`src/sv/egcd_pkg.sv`:
```
package egcd_pkg;

  // fixed widths of the result fields
  localparam int COEF_W = 64;
  localparam int GCD_W  = 63;

  // per-cycle status from the shared divider
  typedef struct packed {
    logic qbit_vld;
    logic qbit;
    logic done;
  } div_stat_t;

endpackage

```
`src/sv/extended_gcd.sv`:
```
// Extended Euclid: a transaction is taken when start is high while busy is low;
// the block then stays busy until its result is out. Each Euclid step is a test
// state, a pass through the shared one-bit-per-cycle restoring divider and an
// update state; with 64-bit operands the worst case is 91 steps (consecutive
// fibonacci magnitudes given smaller first). The result appears for exactly
// one cycle with out_valid high and the receiver cannot stall it, so it must
// be captured then. Only the low OPERAND_WIDTH bits of each operand are used,
// read as two's complement.
module extended_gcd #(
  parameter int OPERAND_WIDTH = 64
) (
  input  logic                              clk,
  input  logic                              rst_n,
  input  logic                              start,
  output logic                              busy,
  input  logic signed [63:0]                in_a_value,
  input  logic signed [63:0]                in_b_value,
  output logic                              out_valid,
  output logic [egcd_pkg::GCD_W-1:0]        out_gcd_value,
  output logic signed [egcd_pkg::COEF_W-1:0] out_coef_s,
  output logic signed [egcd_pkg::COEF_W-1:0] out_coef_t
);
  import egcd_pkg::*;

  localparam int W = OPERAND_WIDTH;

  typedef enum logic [1:0] {
    ST_IDLE,
    ST_CHECK,
    ST_DIV,
    ST_UPDATE
  } state_t;

  state_t             state_r;
  logic [W-1:0]       u_r;
  logic [W-1:0]       v_r;
  logic               aneg_r;
  logic               bneg_r;
  logic [COEF_W-1:0]  sa_r, ta_r, sb_r, tb_r;
  logic [COEF_W-1:0]  ps_r, pt_r;
  logic               out_valid_r;
  logic [GCD_W-1:0]   out_gcd_r;
  logic [COEF_W-1:0]  out_s_r, out_t_r;

  logic [W-1:0]       a_w, b_w, a_mag, b_mag;
  logic [COEF_W-1:0]  u_ext;
  logic               div_start;
  div_stat_t          div_stat;
  logic [W-1:0]       div_rem;

  // operand magnitudes, most negative value comes out exact as unsigned
  assign a_w   = in_a_value[W-1:0];
  assign b_w   = in_b_value[W-1:0];
  assign a_mag = a_w[W-1] ? (~a_w + W'(1)) : a_w;
  assign b_mag = b_w[W-1] ? (~b_w + W'(1)) : b_w;
  assign u_ext = COEF_W'(u_r);

  assign div_start = (state_r == ST_CHECK) && (v_r != '0);

  egcd_div #(
    .W (W)
  ) u_div (
    .clk       (clk),
    .rst_n     (rst_n),
    .start     (div_start),
    .dividend  (u_r),
    .divisor   (v_r),
    .stat      (div_stat),
    .remainder (div_rem)
  );

  // sequencer: test, divide with running q*coef products, update
  always_ff @(posedge clk) begin
    if (!rst_n) begin
      state_r     <= ST_IDLE;
      out_valid_r <= 1'b0;
    end else begin
      out_valid_r <= 1'b0;
      unique case (state_r)
        ST_IDLE: begin
          if (start) begin
            u_r     <= a_mag;
            v_r     <= b_mag;
            aneg_r  <= a_w[W-1];
            bneg_r  <= b_w[W-1];
            sa_r    <= COEF_W'(1);
            ta_r    <= '0;
            sb_r    <= '0;
            tb_r    <= COEF_W'(1);
            state_r <= ST_CHECK;
          end
        end
        ST_CHECK: begin
          if (v_r == '0) begin
            out_gcd_r   <= u_ext[GCD_W-1:0];
            out_s_r     <= aneg_r ? (~sa_r + COEF_W'(1)) : sa_r;
            out_t_r     <= bneg_r ? (~ta_r + COEF_W'(1)) : ta_r;
            out_valid_r <= 1'b1;
            state_r     <= ST_IDLE;
          end else begin
            ps_r    <= '0;
            pt_r    <= '0;
            state_r <= ST_DIV;
          end
        end
        ST_DIV: begin
          // horner accumulation of q*sb and q*tb, quotient msb first
          if (div_stat.qbit_vld) begin
            ps_r <= {ps_r[COEF_W-2:0], 1'b0} + (div_stat.qbit ? sb_r : '0);
            pt_r <= {pt_r[COEF_W-2:0], 1'b0} + (div_stat.qbit ? tb_r : '0);
          end
          if (div_stat.done) begin
            state_r <= ST_UPDATE;
          end
        end
        ST_UPDATE: begin
          u_r     <= v_r;
          v_r     <= div_rem;
          sa_r    <= sb_r;
          ta_r    <= tb_r;
          sb_r    <= sa_r - ps_r;
          tb_r    <= ta_r - pt_r;
          state_r <= ST_CHECK;
        end
        default: begin
          state_r <= ST_IDLE;
        end
      endcase
    end
  end

  assign busy          = (state_r != ST_IDLE);
  assign out_valid     = out_valid_r;
  assign out_gcd_value = out_gcd_r;
  assign out_coef_s    = out_s_r;
  assign out_coef_t    = out_t_r;

endmodule

```
`src/sv/egcd_div.sv`:
```
module egcd_div #(
  parameter int W = 64
) (
  input  logic                  clk,
  input  logic                  rst_n,
  input  logic                  start,
  input  logic [W-1:0]          dividend,
  input  logic [W-1:0]          divisor,
  output egcd_pkg::div_stat_t   stat,
  output logic [W-1:0]          remainder
);
  import egcd_pkg::*;

  localparam int CW = $clog2(W + 1);

  logic [W-1:0]  rem_r;
  logic [W-1:0]  dvd_r;
  logic [CW-1:0] cnt_r;
  logic          run_r;

  logic [W:0]    trial;
  logic [W:0]    diff;
  logic          qbit;

  // one restoring step: shift in next dividend bit, trial subtract
  assign trial = {rem_r, dvd_r[W-1]};
  assign diff  = trial - {1'b0, divisor};
  assign qbit  = ~diff[W];

  // quotient bits come out msb first, one per cycle
  assign stat.qbit_vld = run_r;
  assign stat.qbit     = qbit;
  assign stat.done     = run_r && (cnt_r == CW'(1));
  assign remainder     = rem_r;

  // control of the bit loop
  always_ff @(posedge clk) begin
    if (!rst_n) begin
      run_r <= 1'b0;
      cnt_r <= '0;
    end else if (start) begin
      run_r <= 1'b1;
      cnt_r <= CW'(W);
    end else if (run_r) begin
      cnt_r <= cnt_r - CW'(1);
      if (cnt_r == CW'(1)) begin
        run_r <= 1'b0;
      end
    end
  end

  // partial remainder and dividend shifter
  always_ff @(posedge clk) begin
    if (start) begin
      rem_r <= '0;
      dvd_r <= dividend;
    end else if (run_r) begin
      rem_r <= qbit ? diff[W-1:0] : trial[W-1:0];
      dvd_r <= {dvd_r[W-2:0], 1'b0};
    end
  end

endmodule
```
`config.mk`:
```
export PLATFORM = sky130hd
export DESIGN_NAME = extended_gcd
export DESIGN_NICKNAME = d
export VERILOG_FILES = /design/src/sv/egcd_pkg.sv /design/src/sv/extended_gcd.sv /design/src/sv/egcd_div.sv
export SDC_FILE = /design/constraint.sdc
export NUM_CORES = 2
export LEC_CHECK = 0
export BUFFER_PORTS_ARGS = -buffer_cell sky130_fd_sc_hd__buf_2
export CORE_ASPECT_RATIO = 0.75
export CORE_MARGIN = 4
export CORE_UTILIZATION = 33
export CTS_BUF_LIST = sky130_fd_sc_hd__clkbuf_16
export CTS_CLUSTER_SIZE = 40
export DETAILED_ROUTE_END_ITERATION = 8
export SLEW_MARGIN = 20
export SYNTH_ARGS = -nofsm -noshare
export SYNTH_HDL_FRONTEND = slang
export SYNTH_SLANG_ARGS = --single-unit
```
`constraint.sdc`:
```
create_clock -name clk -period 34.4 [get_ports clk]
set_input_delay 5.16 -clock clk [delete_from_list [all_inputs] [get_ports clk]]
set_output_delay 5.16 -clock clk [all_outputs]
set_load 0.05 [all_outputs]
```
# Word-level counts from Yosys, hierarchy flattened
# Index checks and enable logic that the tools add are counted.
[totals]
inputBits = 131
out_inout_bits = 193
ff_bits = 844
wordCells = 93
[op_classes]
mux = 34
n_eq_ne = 8
bitwise_logic = 5
n_reduce_logical = 16
addsub = 10
[ops]
columns = ["cell", "count"]
rows = [
  ["$mux 64", 16],
  ["$pmux 64 s2", 8],
  ["$add 64x1->64 const B", 4],
  ["$not 64->64", 4],
  ["$add 64x64->64", 2],
  ["$sub 64x64->64", 2],
  ["$sub 65x64->65", 1],
  ["$logic_not 64->1", 1],
  ["$reduce_bool 64->1", 1],
  ["$mux 7", 2],
  ["$reduce_and 3->1", 3],
  ["$pmux 2 s4", 1],
  ["$reduce_bool 2->1", 4],
  ["$eq 7x1->1 const B", 1],
  ["$sub 7x1->7 const B", 1],
  ["$mux 2", 3],
  ["$ne 2x2->1 const B", 3],
  ["$eq 2x2->1 const B", 2],
  ["$mux 1", 4],
  ["$reduce_and 2->1", 2],
  ["$reduce_and 4->1", 1],
  ["$eq 2x1->1 const B", 1],
  ["$logic_and 1x1->1", 2],
  ["$logic_not 2->1", 1],
  ["3 further kinds", 3],
]

# Depth between registers and ports, before layout
[depth]
ltp_word = 5
depth_mapped = 25

# Hierarchy
# From an unflattened synthesis, not the netlist that was laid out.
[hier_totals]
cells_unflattened = 5833
hier_area_um2 = 55979.9
[modules_own_cells]
columns = ["module", "cells_each", "seq_area_each_um2", "n_inst", "area_each_um2"]
rows = [
  ["extended_gcd", 4687, 21230.4, 1, 46095.5],
  ["egcd_div", 1146, 3363.2, 1, 9884.5],
]

# Least setup slack after synthesis
# Ideal clock, no wire load.
[synth_timing]
path_kind = "input-to-reg"
startpoint = "input port rst_n"
endpoint = "register sa_r[0] (enable)"
stages = 2
n_path_buf = 0
required_time_ns = 33.263
arrival_ns = 21.163
slack_ns = 12.100
path_cell_list = "inv_1 > nor2_1"
[synth_between]
elab_chain_cells = 1
[synth_lines]
columns = ["item", "line_no", "rtl"]
rows = [
  ["from (decl)", "extended_gcd.sv:13", "input logic rst_n,"],
  ["$reduce_and 3->1 (no source line)", "-", ""],
  ["to (signal assigned)", "extended_gcd.sv:119", "sa_r <= sb_r;"],
  ["to (decl)", "extended_gcd.sv:39", "logic [COEF_W-1:0] sa_r, ta_r, sb_r, tb_r;"],
]
# No other way between the ends.
# A chain may end at the register's enable or synchronous reset.

# Worst setup path in the final report
[layout_timing]
startpoint = "input port in_b_value[10]"
endpoint = "register v_r[58], data pin"
[layout_between]
elab_chain_cells = 5
[layout_lines]
columns = ["item", "line_no", "rtl"]
rows = [
  ["from (decl)", "extended_gcd.sv:17", "input logic signed [63:0] in_b_value,"],
  ["$not 64->64", "extended_gcd.sv:55", "assign b_mag = b_w[W-1] ? (~b_w + W'(1)) : b_w;"],
  ["$add 64x1->64", "extended_gcd.sv:55", ""],
  ["$mux 64", "extended_gcd.sv:55", ""],
  ["$mux 64", "extended_gcd.sv:81", "if (start) begin"],
  ["$pmux 64 s2", "extended_gcd.sv:79", "unique case (state_r)"],
  ["to (signal assigned)", "extended_gcd.sv:83", "v_r <= b_mag;"],
  ["to (signal assigned)", "extended_gcd.sv:118", "v_r <= div_rem;"],
  ["to (decl)", "extended_gcd.sv:36", "logic [W-1:0] v_r;"],
]
# No other way between the ends. The select of a mux whose other input is x is not followed.

==> results.sh <==
export IMPL_run_status="completed"
export IMPL_wl_mm=183
export IMPL_drive_gt1_frac=0.0925
export IMPL_grt_max_degree=229
export IMPL_fin_crit_sh=0.242
export IMPL_maxCapViolCount=0
export IMPL_start_kind="primary input"
export IMPL_path_max_fanout=6
export IMPL_area_growth_syn_to_layout_pct=12.6
export IMPL_synth_top_area_share=0.411
export IMPL_tns_ps=0
export IMPL_synth_cell_types=87
export IMPL_ant_nets=0
export IMPL_worst_slew_margin_rel=0.268
export IMPL_clock_root_buffer="clkbuf_16"
export IMPL_end_kind="flop"
export IMPL_cts_tree="yes"
export IMPL_num_vias=47300
export IMPL_finClkSkew_ps=52.2
export IMPL_io_buffers=323
export IMPL_synth_avg_cell_area_um2=9.28
export IMPL_crit_path_start="in_b_value[10]"
export IMPL_first_global_vias=43900
export IMPL_fill_cells=16900
export IMPL_hold_viol_final=0
export IMPL_die_area_um2=177000
export IMPL_grt_usage=0.197
export IMPL_setup_violations=0
export IMPL_holdWs_ps=429
export IMPL_fin_crit_ps=8330
export IMPL_cts_max_level=3
export IMPL_min_path_type="flop to flop"
export IMPL_drt_initial_drc_count=5201
export IMPL_vdd_drop_max_mv=0.0643
export IMPL_final_cells=8566
export IMPL_gp_congestion=0.939
export IMPL_arrival_ps=8780
export IMPL_required_ps=34850
export IMPL_clock_sinks=844
export IMPL_grt_pass1_wl_mm=272
export IMPL_path_cells="buf_2 > or4_1 > nor4_1 > nand4_1 > or3_1 > nand2b_1 > nand2b_1 > nand2b_1 > o41ai_1 > xor2_1 > o21ai_0"
export IMPL_final_nets=6681
export IMPL_max_freq_ghz=0.120
export IMPL_fin_ws_ps=26070
export IMPL_cp_common_cell="nand2b_1"
export IMPL_synth_area_um2=56200
export IMPL_ys_top_cells_by_area="edfxtp_1 (41%), ha_1 (7.2%), nand2_1 (5.0%)"
export IMPL_ys_warn_count=0
export IMPL_crit_slowest_cell="nor4_1"
export IMPL_path_clk_slew_ps=70
export IMPL_dp_cells=8364
export IMPL_power_total_mw=4.03
export IMPL_synth_edf_count=769
export IMPL_insertion_delay_ps=770
export IMPL_cp_top_family="simple AND/OR/NAND/NOR gates"
export IMPL_synth_top_area_cell="edfxtp_1"
export IMPL_postCtsSetupBuffers=0
export IMPL_io_pins=324
export IMPL_dpl_hpwl_mm=138
export IMPL_power_density_nw_per_um2=63.7
export IMPL_synth_net_count=6524
export IMPL_synth_seq_area_share=0.437
export IMPL_cts_max_path_buffers=3
export IMPL_core_area_um2=169000
export IMPL_dr_pass1_iters=6
export IMPL_initial_core_util=0.334
export IMPL_async_flop_share=0
export IMPL_wire_per_inst_um=21.4
export IMPL_post_place_ws_ps=25380
export IMPL_cts_buffers=97
export IMPL_crit_buf_inv=1
export IMPL_reg2reg_from="v_r[40]"
export IMPL_leakage_nw=24.9
export IMPL_grt_overflow=0
export IMPL_fp_dieH_um=366
export IMPL_syn_inst=6064
export IMPL_slowest_delay_ps=660
export IMPL_path_class="primary input to flop"
export IMPL_tightest_slew_ps=1090
export IMPL_holdCritStartpoint="u_ext[58]"
export IMPL_yosys_register_bits=844
export IMPL_die_width_um=485
export IMPL_ctsHoldBuffers=0
export IMPL_rsz0062_at_grt="no"
export IMPL_rows=130
export IMPL_antenna_found_initial=26
export IMPL_drv_slew=0
export IMPL_cts_resized=0
export IMPL_vias_per_cell=5.53
export IMPL_synth_flop_cell="edfxtp_1"
export IMPL_route_detailed_drc=0
## per-layer routing
metal  vias to the layer above  GRT usage  share of wire
li1                      22400          -              -
met1                     22900      0.294           0.47
met2                      1793      0.289           0.42
met3                       262     0.0367          0.081
met4                         0     0.0532          0.026
met5                         -          0              0
## state kept, by name (all words and copies together), names as in the netlist, 2 cells and up
name / count
tb_r: 64
sb_r: 64
u_div.cnt_r: 7
sa_r: 64
out_coef_s: 64
pt_r: 64
ps_r: 64
ta_r: 64
u_div.remainder: 64
out_gcd_value: 63
v_r: 64
u_div.dvd_r: 64
out_coef_t: 64
u_ext: 64
state_r: 2
## final cells by class
cell class | count | area, µm² | share of cell area
Clock inverter | 85 | 882 | 0.0139
Multi-Input combinational cell | 4605 | 29400 | 0.465
Sequential cell | 844 | 24600 | 0.389
Timing Repair Buffer | 365 | 1980 | 0.0313
Inverter | 308 | 1160 | 0.0183
Clock buffer | 97 | 2430 | 0.0383
Antenna cell | 18 | 45.0 | 0.000711
Tap cell | 2244 | 2810 | 0.0443
## layout by cell type (no fill, tap or decap), drive strengths merged, types with 31 or more instances in the layout
cell type,n
clkbuf,97
nor2b,41
nor4,53
o41ai,41
and3,155
and2,165
ha,324
o21bai,75
nand3,92
buf,365
xor2,241
or4,41
or3,47
nor3,90
nor2,441
inv,327
clkinv,51
nand4,117
a21oi,420
or2,31
o21a,53
a311oi,31
nand2b,64
a21o,185
xnor2,242
a31oi,66
a211oi,46
dfxtp,75
o21ai,437
o31ai,103
edfxtp,769
nand2,753
## kinds of logic (layout without fill, tap and decap cells)
family / count (synthesis) / count (layout) / synth area share
AND/OR/NAND/NOR: 2137 / 2137 / 0.184
flip-flops: 844 / 844 / 0.437
AO/OA/AOI/OAI: 1625 / 1625 / 0.182
multiplexers: 30 / 30 / 0.00541
other: 0 / 18 / 0
adder cells (fa/ha/maj): 329 / 329 / 0.0739
XOR/XNOR: 484 / 484 / 0.0756
buffers and inverters: 615 / 855 / 0.0416
## Yosys cell counts, drive strengths merged, types with 31 or more instances
cell type,n
a211oi,46
a21o,185
a21oi,420
a311oi,31
a31oi,66
and2,165
and3,155
clkbuf,291
dfxtp,75
edfxtp,769
ha,324
inv,306
nand2,753
nand2b,64
nand3,92
nand4,117
nor2,441
nor2b,41
nor3,90
nor4,53
o21a,53
o21ai,437
o21bai,75
o31ai,103
o41ai,41
or2,31
or3,47
or4,41
xnor2,242
xor2,241
## worst register-to-register path, stage by stage (launching register included)
cell and delay, ps:
edfxtp_1 540, inv_1 90, ha_1 440, and4_1 270
nand3_1 160, nor4_1 720, a211oi_1 170, o211ai_1 350
a21oi_1 250, nand3_4 450, buf_4 640, and3_1 270
ha_1 230, nand4_1 120, a211oi_1 210, nand3b_1 210
o2111ai_1 190, a2111oi_0 540, o21ai_0 300, o21ai_0 640
a21oi_1 340, o41ai_1 450, mux2i_1 130
## power breakdown
| group | internal [mW] | switching [mW] | leakage, nW |
|---|---|---|---|
| registers | 1.25 | 0.101 | 7.83 |
| logic | 0.587 | 1.01 | 15.4 |
| clock network | 0.606 | 0.479 | 1.65 |
| total | 2.44 | 1.59 | 24.9 |
## per-stage QoR
stage | util | instance area (µm²)
floorplan | - | 56200
global placement | 0.355 | 59900
detailed placement | 0.355 | 59900
CTS | 0.375 | 63200
global route | 0.376 | 63300
finish | 0.376 | 63300
## path summary, 6_finish.rpt
path | depth (start not counted) | end | slack [ps]
max | 11 | v_r[58] | 26070
max reg2reg | 22 | ps_r[62] | 26450
min reg2reg | 0 | out_gcd_value[58] | 430
min | 0 | out_gcd_value[58] | 430
Power figures use the tool's default switching activity.
